===== src/sv/single_wire_uart_datagram_framer_top_defines.svh =====
// Assertion macros shared by the single-wire UART datagram framer modules.
// No dependencies; included by the modules that carry assertions.
`ifndef SINGLE_WIRE_UART_DATAGRAM_FRAMER_TOP_DEFINES_SVH
`define SINGLE_WIRE_UART_DATAGRAM_FRAMER_TOP_DEFINES_SVH
`ifndef SYNTHESIS
// Checked on every clock edge outside reset.
`define SWUDF_ASSERT(name, prop) \
    name: assert property (@(posedge clk) disable iff (!rst_n) prop) \
        else $error("swudf assertion failed");
// Checked on every clock edge, reset included.
`define SWUDF_ASSERT_ALWAYS(name, prop) \
    name: assert property (@(posedge clk) prop) \
        else $error("swudf assertion failed");
`else
`define SWUDF_ASSERT(name, prop)
`define SWUDF_ASSERT_ALWAYS(name, prop)
`endif
`endif


===== src/sv/swudf_pkg.sv =====
// Shared types, codes and the CRC-8 step for the datagram framer.
// No dependencies.
package swudf_pkg;

    localparam int S_TDATA_W = 56;
    localparam int M_TDATA_W = 48;

    localparam logic [1:0] ACT_READ  = 2'd0;
    localparam logic [1:0] ACT_WRITE = 2'd1;
    localparam logic [1:0] ACT_RX    = 2'd2;

    localparam int CFG_IDX_W = 2;
    localparam logic [CFG_IDX_W-1:0] CFG_SYNC       = 2'd0;
    localparam logic [CFG_IDX_W-1:0] CFG_READ_FLAG  = 2'd1;
    localparam logic [CFG_IDX_W-1:0] CFG_WRITE_FLAG = 2'd2;

    localparam logic [7:0] SYNC_RESET       = 8'h05;
    localparam logic [7:0] READ_FLAG_RESET  = 8'h00;
    localparam logic [7:0] WRITE_FLAG_RESET = 8'h80;

    localparam logic [7:0] CRC_POLY = 8'h07;

    localparam logic [3:0] READ_ECHO_BYTES  = 4'd4;
    localparam logic [3:0] WRITE_ECHO_BYTES = 4'd8;

    localparam logic [2:0] REPLY_DATA_FIRST = 3'd3;
    localparam logic [2:0] REPLY_CRC_IDX    = 3'd7;

    localparam logic [2:0] READ_LAST_IDX  = 3'd3;
    localparam logic [2:0] WRITE_LAST_IDX = 3'd7;

    localparam logic [1:0] CMD_READ  = 2'd0;
    localparam logic [1:0] CMD_WRITE = 2'd1;
    localparam logic [1:0] CMD_REPLY = 2'd2;

    localparam int QUEUE_DEPTH = 2;
    localparam int QUEUE_PTR_W = (QUEUE_DEPTH > 1) ? $clog2(QUEUE_DEPTH) : 1;
    localparam int QUEUE_CNT_W = $clog2(QUEUE_DEPTH + 1);

    typedef struct packed {
        logic [1:0]  op;
        logic [7:0]  addr;
        logic [7:0]  reg_byte;
        logic [31:0] data;
        logic        status;
    } cmd_t;

    // One data byte into the CRC, LSB first, register shifting left.
    function automatic logic [7:0] crc8_feed(input logic [7:0] crc, input logic [7:0] b);
        logic [7:0] c;
        c = crc;
        for (int k = 0; k < 8; k++)
        begin
            if (c[7] ^ b[k])
                c = {c[6:0], 1'b0} ^ CRC_POLY;
            else
                c = {c[6:0], 1'b0};
        end
        return c;
    endfunction

endpackage


===== src/sv/swudf_fifo.sv =====
// Short command queue between the framer front and the serialiser.
// Depends on swudf_pkg and the assertion macro header.
`include "single_wire_uart_datagram_framer_top_defines.svh"
module swudf_fifo (
    input  logic             clk,
    input  logic             rst_n,
    input  logic             push,
    input  swudf_pkg::cmd_t  push_cmd,
    input  logic             pop,
    output logic             full,
    output logic             empty,
    output swudf_pkg::cmd_t  head
);

    swudf_pkg::cmd_t entry_reg [swudf_pkg::QUEUE_DEPTH];

    logic [swudf_pkg::QUEUE_PTR_W-1:0] wr_ptr_reg, wr_ptr_next;
    logic [swudf_pkg::QUEUE_PTR_W-1:0] rd_ptr_reg, rd_ptr_next;
    logic [swudf_pkg::QUEUE_CNT_W-1:0] count_reg, count_next;

    localparam logic [swudf_pkg::QUEUE_PTR_W-1:0] PTR_LAST =
        swudf_pkg::QUEUE_PTR_W'(swudf_pkg::QUEUE_DEPTH - 1);
    localparam logic [swudf_pkg::QUEUE_CNT_W-1:0] CNT_FULL =
        swudf_pkg::QUEUE_CNT_W'(swudf_pkg::QUEUE_DEPTH);

    assign full  = (count_reg == CNT_FULL);
    assign empty = (count_reg == '0);
    assign head  = entry_reg[rd_ptr_reg];

    always_comb
    begin
        wr_ptr_next = wr_ptr_reg;
        rd_ptr_next = rd_ptr_reg;
        count_next  = count_reg;
        if (push)
            wr_ptr_next = (wr_ptr_reg == PTR_LAST) ? '0 : wr_ptr_reg + 1'b1;
        if (pop)
            rd_ptr_next = (rd_ptr_reg == PTR_LAST) ? '0 : rd_ptr_reg + 1'b1;
        if (push && !pop)
            count_next = count_reg + 1'b1;
        else if (pop && !push)
            count_next = count_reg - 1'b1;
    end

    always_ff @(posedge clk or negedge rst_n)
    begin
        if (!rst_n)
        begin
            wr_ptr_reg <= '0;
            rd_ptr_reg <= '0;
            count_reg  <= '0;
        end
        else
        begin
            wr_ptr_reg <= wr_ptr_next;
            rd_ptr_reg <= rd_ptr_next;
            count_reg  <= count_next;
        end
    end

    always_ff @(posedge clk)
    begin
        if (push)
            entry_reg[wr_ptr_reg] <= push_cmd;
    end

    `SWUDF_ASSERT(a_no_overflow, push |-> !full)
    `SWUDF_ASSERT(a_no_underflow, pop |-> !empty)

endmodule


===== src/sv/swudf_front.sv =====
// Front of the framer: accepts input beats, tracks echo and reply phases,
// checks the reply CRC and queues commands. Depends on swudf_pkg and the macro header.
`include "single_wire_uart_datagram_framer_top_defines.svh"
module swudf_front (
    input  logic                              clk,
    input  logic                              rst_n,
    input  logic                              s_tvalid,
    output logic                              s_tready,
    input  logic [1:0]                        s_tuser,  // action
    // slave_address, register_address, write_data, rx_byte
    input  logic [swudf_pkg::S_TDATA_W-1:0]   s_tdata,
    input  logic [7:0]                        read_flag,
    input  logic [7:0]                        write_flag,
    input  logic                              queue_full,
    output logic                              push,
    output swudf_pkg::cmd_t                   push_cmd
);

    localparam logic [1:0] PH_IDLE       = 2'd0;
    localparam logic [1:0] PH_ECHO_READ  = 2'd1;
    localparam logic [1:0] PH_ECHO_WRITE = 2'd2;
    localparam logic [1:0] PH_REPLY      = 2'd3;

    logic [1:0]  phase_reg, phase_next;
    logic [3:0]  echo_reg, echo_next;
    logic [2:0]  count_reg, count_next;
    logic [7:0]  crc_reg, crc_next;
    logic [31:0] shift_reg, shift_next;

    logic        accept;
    logic [7:0]  slave_address;
    logic [6:0]  register_address;
    logic [31:0] write_data;
    logic [7:0]  rx_byte;

    assign slave_address    = s_tdata[7:0];
    assign register_address = s_tdata[14:8];
    assign write_data       = s_tdata[46:15];
    assign rx_byte          = s_tdata[54:47];

    assign s_tready = !queue_full;
    assign accept   = s_tvalid && s_tready;

    always_comb
    begin
        phase_next = phase_reg;
        echo_next  = echo_reg;
        count_next = count_reg;
        crc_next   = crc_reg;
        shift_next = shift_reg;
        push       = 1'b0;
        push_cmd.op       = swudf_pkg::CMD_READ;
        push_cmd.addr     = slave_address;
        push_cmd.reg_byte = {1'b0, register_address} | read_flag;
        push_cmd.data     = write_data;
        push_cmd.status   = 1'b0;
        if (accept)
        begin
            case (s_tuser)
                swudf_pkg::ACT_READ:
                begin
                    // a new request abandons whatever is in progress
                    push       = 1'b1;
                    phase_next = PH_ECHO_READ;
                    echo_next  = swudf_pkg::READ_ECHO_BYTES;
                    count_next = '0;
                    crc_next   = '0;
                    shift_next = '0;
                end
                swudf_pkg::ACT_WRITE:
                begin
                    push              = 1'b1;
                    push_cmd.op       = swudf_pkg::CMD_WRITE;
                    push_cmd.reg_byte = {1'b0, register_address} | write_flag;
                    phase_next        = PH_ECHO_WRITE;
                    echo_next         = swudf_pkg::WRITE_ECHO_BYTES;
                    count_next        = '0;
                    crc_next          = '0;
                    shift_next        = '0;
                end
                swudf_pkg::ACT_RX:
                begin
                    if (phase_reg inside {PH_ECHO_READ, PH_ECHO_WRITE})
                    begin
                        echo_next = echo_reg - 1'b1;
                        if (echo_reg == 4'd1)
                        begin
                            phase_next = (phase_reg == PH_ECHO_READ) ? PH_REPLY : PH_IDLE;
                            count_next = '0;
                            crc_next   = '0;
                            shift_next = '0;
                        end
                    end
                    else if (phase_reg == PH_REPLY)
                    begin
                        if (count_reg != swudf_pkg::REPLY_CRC_IDX)
                        begin
                            crc_next = swudf_pkg::crc8_feed(crc_reg, rx_byte);
                            if (count_reg >= swudf_pkg::REPLY_DATA_FIRST)
                                shift_next = {shift_reg[23:0], rx_byte};
                            count_next = count_reg + 1'b1;
                        end
                        else
                        begin
                            push            = 1'b1;
                            push_cmd.op     = swudf_pkg::CMD_REPLY;
                            push_cmd.data   = shift_reg;
                            push_cmd.status = (crc_reg != rx_byte);
                            phase_next      = PH_IDLE;
                            echo_next       = '0;
                            count_next      = '0;
                            crc_next        = '0;
                            shift_next      = '0;
                        end
                    end
                end
                default:
                begin
                end
            endcase
        end
    end

    always_ff @(posedge clk or negedge rst_n)
    begin
        if (!rst_n)
        begin
            phase_reg <= PH_IDLE;
            echo_reg  <= '0;
            count_reg <= '0;
            crc_reg   <= '0;
            shift_reg <= '0;
        end
        else
        begin
            phase_reg <= phase_next;
            echo_reg  <= echo_next;
            count_reg <= count_next;
            crc_reg   <= crc_next;
            shift_reg <= shift_next;
        end
    end

    `SWUDF_ASSERT_ALWAYS(a_echo_pending,
        (phase_reg == PH_ECHO_READ || phase_reg == PH_ECHO_WRITE) |-> echo_reg != 4'd0)
    `SWUDF_ASSERT_ALWAYS(a_count_in_reply, (count_reg != 3'd0) |-> phase_reg == PH_REPLY)

endmodule


===== src/sv/swudf_back.sv =====
// Back of the framer: expands queued commands into transmit beats with the
// request CRC, or a single reply beat. Depends on swudf_pkg and the macro header.
`include "single_wire_uart_datagram_framer_top_defines.svh"
module swudf_back (
    input  logic                              clk,
    input  logic                              rst_n,
    input  logic [7:0]                        sync_byte,
    input  logic                              q_empty,
    input  swudf_pkg::cmd_t                   q_head,
    output logic                              q_pop,
    output logic                              m_tvalid,
    input  logic                              m_tready,
    // tx_byte, status, read_data
    output logic [swudf_pkg::M_TDATA_W-1:0]   m_tdata,
    output logic                              m_tlast,
    output logic                              m_tuser   // kind
);

    logic            busy_reg, busy_next;
    swudf_pkg::cmd_t cmd_reg, cmd_next;
    logic [2:0]      idx_reg, idx_next;
    logic [7:0]      crc_reg, crc_next;
    logic            out_valid_reg, out_valid_next;

    logic            kind_reg, kind_next;
    logic [7:0]      byte_reg, byte_next;
    logic            last_reg, last_next;
    logic            status_reg, status_next;
    logic [31:0]     data_reg, data_next;

    swudf_pkg::cmd_t src;
    logic [2:0]      idx_cur;
    logic [7:0]      crc_cur;
    logic [7:0]      tx;
    logic            last_byte;
    logic            advance;
    logic            have;
    logic            fire;

    assign src     = busy_reg ? cmd_reg : q_head;
    assign idx_cur = busy_reg ? idx_reg : 3'd0;
    assign crc_cur = busy_reg ? crc_reg : 8'd0;
    assign advance = !out_valid_reg || m_tready;
    assign have    = busy_reg || !q_empty;
    assign fire    = advance && have;
    assign q_pop   = fire && !busy_reg;

    always_comb
    begin
        case (idx_cur)
            3'd0: tx = sync_byte;
            3'd1: tx = src.addr;
            3'd2: tx = src.reg_byte;
            3'd3: tx = (src.op == swudf_pkg::CMD_WRITE) ? src.data[31:24] : crc_cur;
            3'd4: tx = src.data[23:16];
            3'd5: tx = src.data[15:8];
            3'd6: tx = src.data[7:0];
            default: tx = crc_cur;
        endcase
        last_byte = (src.op == swudf_pkg::CMD_READ && idx_cur == swudf_pkg::READ_LAST_IDX) ||
                    (src.op == swudf_pkg::CMD_WRITE && idx_cur == swudf_pkg::WRITE_LAST_IDX);
    end

    always_comb
    begin
        busy_next      = busy_reg;
        cmd_next       = cmd_reg;
        idx_next       = idx_reg;
        crc_next       = crc_reg;
        out_valid_next = advance ? have : out_valid_reg;
        kind_next      = kind_reg;
        byte_next      = byte_reg;
        last_next      = last_reg;
        status_next    = status_reg;
        data_next      = data_reg;
        if (fire)
        begin
            if (src.op == swudf_pkg::CMD_REPLY)
            begin
                kind_next   = 1'b1;
                byte_next   = '0;
                last_next   = 1'b0;
                status_next = src.status;
                data_next   = src.data;
                busy_next   = 1'b0;
            end
            else
            begin
                kind_next   = 1'b0;
                byte_next   = tx;
                last_next   = last_byte;
                status_next = 1'b0;
                data_next   = '0;
                busy_next   = !last_byte;
                cmd_next    = src;
                idx_next    = idx_cur + 1'b1;
                crc_next    = swudf_pkg::crc8_feed(crc_cur, tx);
            end
        end
    end

    always_ff @(posedge clk or negedge rst_n)
    begin
        if (!rst_n)
        begin
            busy_reg      <= 1'b0;
            idx_reg       <= '0;
            crc_reg       <= '0;
            out_valid_reg <= 1'b0;
        end
        else
        begin
            busy_reg      <= busy_next;
            idx_reg       <= idx_next;
            crc_reg       <= crc_next;
            out_valid_reg <= out_valid_next;
        end
    end

    always_ff @(posedge clk)
    begin
        cmd_reg    <= cmd_next;
        kind_reg   <= kind_next;
        byte_reg   <= byte_next;
        last_reg   <= last_next;
        status_reg <= status_next;
        data_reg   <= data_next;
    end

    assign m_tvalid = out_valid_reg;
    assign m_tuser  = kind_reg;
    assign m_tlast  = last_reg;
    assign m_tdata  = {7'd0, data_reg, status_reg, byte_reg};

    `SWUDF_ASSERT(a_busy_mid_frame, busy_reg |-> idx_reg != 3'd0)
    `SWUDF_ASSERT(a_busy_not_reply, busy_reg |-> cmd_reg.op != swudf_pkg::CMD_REPLY)

endmodule


===== src/sv/single_wire_uart_datagram_framer_top.sv =====
// Path: an accepted request beat is written into the command queue, and the back
// serialiser then registers the first result beat from the queue head.
// Throughput: one output beat per cycle while m_tready is high; a read gives 4 beats,
// a write 8, a completed reply 1; the back serialiser's one byte per cycle sets this.
// Input beats are taken every cycle while the two-entry command queue has room.
// Reset (rst_n, asynchronous, active low) clears all phase, CRC and queue state and
// restores sync_byte 0x05, read_flag 0x00, write_flag 0x80.
module single_wire_uart_datagram_framer_top (
    input  logic                              clk,
    input  logic                              rst_n,
    input  logic                              cfg_valid,
    output logic                              cfg_ready,
    input  logic [swudf_pkg::CFG_IDX_W-1:0]   cfg_index,
    input  logic [7:0]                        cfg_data,
    input  logic                              s_tvalid,
    output logic                              s_tready,
    // bits 7:0 slave_address, 14:8 register_address, 46:15 write_data,
    // 54:47 rx_byte, 55 zero
    input  logic [swudf_pkg::S_TDATA_W-1:0]   s_tdata,
    input  logic [1:0]                        s_tuser,  // bits 1:0 action
    output logic                              m_tvalid,
    input  logic                              m_tready,
    // bits 7:0 tx_byte, 8 status, 40:9 read_data, 47:41 zero
    output logic [swudf_pkg::M_TDATA_W-1:0]   m_tdata,
    output logic                              m_tlast,  // last
    output logic                              m_tuser   // bit 0 kind
);

    logic [7:0] sync_reg;
    logic [7:0] read_flag_reg;
    logic [7:0] write_flag_reg;

    logic            push;
    swudf_pkg::cmd_t push_cmd;
    logic            pop;
    logic            q_full;
    logic            q_empty;
    swudf_pkg::cmd_t q_head;

    assign cfg_ready = 1'b1;

    always_ff @(posedge clk or negedge rst_n)
    begin
        if (!rst_n)
        begin
            sync_reg       <= swudf_pkg::SYNC_RESET;
            read_flag_reg  <= swudf_pkg::READ_FLAG_RESET;
            write_flag_reg <= swudf_pkg::WRITE_FLAG_RESET;
        end
        else if (cfg_valid && cfg_ready)
        begin
            case (cfg_index)
                swudf_pkg::CFG_SYNC:       sync_reg       <= cfg_data;
                swudf_pkg::CFG_READ_FLAG:  read_flag_reg  <= cfg_data;
                swudf_pkg::CFG_WRITE_FLAG: write_flag_reg <= cfg_data;
                default:
                begin
                end
            endcase
        end
    end

    swudf_front u_front (
        .clk        (clk),
        .rst_n      (rst_n),
        .s_tvalid   (s_tvalid),
        .s_tready   (s_tready),
        .s_tuser    (s_tuser),
        .s_tdata    (s_tdata),
        .read_flag  (read_flag_reg),
        .write_flag (write_flag_reg),
        .queue_full (q_full),
        .push       (push),
        .push_cmd   (push_cmd)
    );

    swudf_fifo u_fifo (
        .clk      (clk),
        .rst_n    (rst_n),
        .push     (push),
        .push_cmd (push_cmd),
        .pop      (pop),
        .full     (q_full),
        .empty    (q_empty),
        .head     (q_head)
    );

    swudf_back u_back (
        .clk       (clk),
        .rst_n     (rst_n),
        .sync_byte (sync_reg),
        .q_empty   (q_empty),
        .q_head    (q_head),
        .q_pop     (pop),
        .m_tvalid  (m_tvalid),
        .m_tready  (m_tready),
        .m_tdata   (m_tdata),
        .m_tlast   (m_tlast),
        .m_tuser   (m_tuser)
    );

endmodule

===== config.mk =====
export PLATFORM = sky130hd
export DESIGN_NAME = single_wire_uart_datagram_framer_top
export DESIGN_NICKNAME = d
export VERILOG_FILES = /design/src/sv/swudf_pkg.sv /design/src/sv/swudf_fifo.sv /design/src/sv/swudf_front.sv /design/src/sv/swudf_back.sv /design/src/sv/single_wire_uart_datagram_framer_top.sv
export VERILOG_INCLUDE_DIRS = /design/src /design/src/sv
export SDC_FILE = /design/constraint.sdc
export NUM_CORES = 1
export LEC_CHECK = 0
export BUFFER_PORTS_ARGS = -buffer_cell sky130_fd_sc_hd__buf_2
export CORE_MARGIN = 4
export CORE_UTILIZATION = 30
export CTS_CLUSTER_DIAMETER = 50
export DETAILED_ROUTE_END_ITERATION = 7
export PLACE_DENSITY = 0.45
export SYNTH_ARGS = -nofsm -noshare
export SYNTH_HDL_FRONTEND = slang
export SYNTH_SLANG_ARGS = --single-unit

===== constraint.sdc =====
create_clock -name clk -period 10.6 [get_ports clk]
set_clock_uncertainty 0.2 [all_clocks]
set_input_delay 1.06 -clock clk [delete_from_list [all_inputs] [get_ports clk]]
set_output_delay 1.06 -clock clk [all_outputs]
set_load 0.02 [all_outputs]

==> impl_metrics.json <==
{
  "fmax_mhz": 204,
  "cts_resized": 0,
  "min_period_ns": 4.90,
  "dieArea_um2": 46300,
  "area_growth_pct": 19.4,
  "viasPerCell": 4.76,
  "synth_edf_count": 196,
  "use_met3_pct": 2.78,
  "drv_cap": 0,
  "synth.top_cell.area_share_pct": 45.8,
  "critPathMaxFanout": 80,
  "grt_setup_unrepaired": "false",
  "startpoint_type": "flop",
  "grt_util_met1_pct": 19.3,
  "initial_core_util_pct": 30.5,
  "crit_family": "simple AND/OR/NAND/NOR gates",
  "synthCells": 976,
  "finalWirelength_mm": 33.1,
  "maxSlewViolCount": 0,
  "io_buffers": 116,
  "wl_per_cell_um": 19.8,
  "yosysTopAreaCell": "edfxtp_1",
  "hold_buffers": 0,
  "seqCellArea_um2": 8150,
  "clk_latency_ns": 0.54,
  "cts-root-buf": "clkbuf_16",
  "diodes": 0,
  "groute.usage.overall_pct": 14.0,
  "ir_drop_mv": 0.154,
  "ys_ff_latch": 286,
  "post_cts_buffers": 0,
  "grt_pass1_wl_mm": 50.1,
  "syn_area_um2": 12900,
  "antenna_found_initial": 2,
  "crit_top_cell": "xnor2_1",
  "multi_input_area_um2": 4360,
  "synthTopCellsByArea": "edfxtp_1 46%, dfrtp_1 17%, mux2_2 5.3%",
  "placedCellCount": 1593,
  "cts_num_sinks": 286,
  "final_nets": 1186,
  "cp_data_required_time_ns": 10.78,
  "drc": 0,
  "p_leak_nw": 6.19,
  "status": "completed",
  "postRouteAntennaNets": 0,
  "ys_warn_count": 0,
  "hpwl_mm": 22.9,
  "yosys.cell_types.count": 64,
  "largest_reg_flops": 102,
  "crit_buf_inv": 0,
  "grtUsageMet2_pct": 22.6,
  "die_h_um": 215,
  "setup_tns_ns": 0,
  "preCtsSetupSlack_ns": 5.76,
  "core_area_um2": 42100,
  "avgSynthCellArea_um2": 13.2,
  "hold_viol_final": 0,
  "drive_gt1_share_pct": 24.9,
  "fp-row-count": 75,
  "grt_max_degree": 81,
  "crit_arrival_ns": 5.08,
  "gp_congestion": 0.781,
  "yosysSeqAreaShare_pct": 63.3,
  "p_total_mw": 5.15,
  "h-tree-depth": 2,
  "grt_overflow_total": 0,
  "numCtsBuffers": 41,
  "yosys_most_used_dff": "edfxtp_1",
  "grt_pass1_vias": 8079,
  "cts_tree": "built",
  "clk_pin_slew_ns": 0.05,
  "timing.final.ws_setup_ns": 5.70,
  "via_count": 7945,
  "crit_chain": "nand2_2 > ha_1 > nor4b_1 > nor2b_1 > a311o_1 > nor3_1 > o2bb2ai_1 > xnor2_1 > xnor2_1 > xnor2_1 > mux2i_1 > o311ai_1",
  "postLayoutCoreUtil_pct": 36.5,
  "tightest_slew_ns": 1.07,
  "fin_cells": 1669,
  "slew_headroom_pct": 28.7,
  "async_flop_share_pct": 31.5,
  "setup_viol": 0,
  "power.density_nw_per_um2": 335,
  "nFillCells": 4073,
  "path_class": "reg2reg",
  "drt_pass1_iterations": 5,
  "end_kind": "flop",
  "period_share_pct": 46.2,
  "slowest_delay_ns": 0.91,
  "critPathSlowestCell": "dfrtp_4",
  "die_w_um": 215,
  "clock_path_buffers": 3,
  "grt.busiest_layer": "met2",
  "drtIter0Drc": 464,
  "min_path_type": "in2async",
  "io_pins": 126
}
==> kinds of logic after synthesis <==
logic type                 Yosys count  share of synthesized area [%]
AOI/OAI and AO/OA                  187                           9.89
buffers and inverters               88                           3.23
other                                2                         0.0584
muxes                              114                           9.47
xor gates and xnor gates            56                           4.09
adders and majority gates           16                           1.56
and+or+nand+nor                    227                           8.40
DFF                                286                           63.3
==> worst reg2reg max path, cell delays in order (launching register included) <==
cell and delay, ns:
dfrtp_4 0.91, nand2_2 0.40, ha_1 0.48, nor4b_1 0.39
nor2b_1 0.77, a311o_1 0.22, nor3_1 0.08, o2bb2ai_1 0.23
xnor2_1 0.12, xnor2_1 0.38, xnor2_1 0.22, mux2i_1 0.23
o311ai_1 0.12
==> layer usage <==
metal | vias up | share of wire [%]
li1 | 3837 | -
met1 | 3900 | 47
met2 | 161 | 47
met3 | 43 | 4.6
met4 | 4 | 1.7
met5 | - | 0.097
==> power breakdown <==
| part | total [mW] | switching, mW | internal (mW) |
|---|---|---|---|
| Clock | 1.37 | 0.517 | 0.849 |
| Sequential | 1.83 | 0.208 | 1.62 |
| Combinational | 1.96 | 1.18 | 0.776 |
==> final timing paths <==
path	from	end	slack (ns)	cells past startpoint
max	u_back.busy_reg$_DFFE_PN0P_	u_back.crc_reg[3]$_DFFE_PN0P_	5.70	12
min	rst_n	read_flag_reg[3]$_DFFE_PN0P_	0.19	1
max reg2reg	u_back.busy_reg$_DFFE_PN0P_	u_back.crc_reg[3]$_DFFE_PN0P_	5.70	12
min reg2reg	u_back.crc_reg[5]$_DFFE_PN0P_	u_back.crc_reg[5]$_DFFE_PN0P_	0.29	2
max in group asynchronous	rst_n	u_back.busy_reg$_DFFE_PN0P_	8.59	2
min in group clk	u_back.crc_reg[5]$_DFFE_PN0P_	u_back.crc_reg[5]$_DFFE_PN0P_	0.29	2
==> layout by cell type (no fill, tap or decap), types with 28 or more instances in the layout <==
cell type and count:
nand2_1 96, o21ai_0 57, dfrtp_1 85, a22o_1 36, mux2i_1 52, clkbuf_16 44
buf_2 115, and3_1 28, edfxtp_1 196, mux2_2 60, a21oi_1 28, nor2_1 38
xnor2_1 35
==> synthesized netlist by cell type (all sizes together), types with 2 or more instances <==
| cell type | n |
|---|---|
| nand2b | 5 |
| or2 | 2 |
| a221oi | 5 |
| a21oi | 28 |
| mux2i | 52 |
| a22oi | 3 |
| a2bb2oi | 2 |
| dfrtp | 87 |
| o31ai | 5 |
| nand3b | 9 |
| o211ai | 5 |
| and2 | 9 |
| conb | 2 |
| buf | 24 |
| a22o | 36 |
| nor3b | 2 |
| xor2 | 17 |
| inv | 30 |
| nor2b | 10 |
| edfxtp | 196 |
| xnor2 | 38 |
| a211oi | 8 |
| nand3 | 9 |
| nand2 | 97 |
| nor2 | 40 |
| o2bb2ai | 5 |
| nand4 | 3 |
| a222oi | 2 |
| o22ai | 4 |
| ha | 16 |
| or3 | 3 |
| a31oi | 2 |
| dfstp | 3 |
| and3 | 28 |
| nor3 | 6 |
| a221o | 3 |
| nor4 | 2 |
| clkbuf | 33 |
| o21ai | 71 |
| mux2 | 62 |
==> layout make-up <==
type | instances | share of cell area [%]
well taps | 539 | 4.39
inverters | 31 | 0.757
flip-flops and latches | 286 | 53.0
clock buffers | 55 | 7.76
clock inverters | 21 | 1.29
repair buffers | 129 | 4.43
multi-input cells | 608 | 28.4
==> through the flow <==
stage | hold slack (ns) | instance area (µm²)
3_5_place_dp | 0.280 | 14000
2_1_floorplan | 0.250 | 12900
5_1_grt | 0.191 | 15400
3_3_place_gp | 0.276 | 14000
4_1_cts | 0.166 | 15400
6_report | 0.187 | 15400
Note: power is estimated with default switching activity, not from simulation.
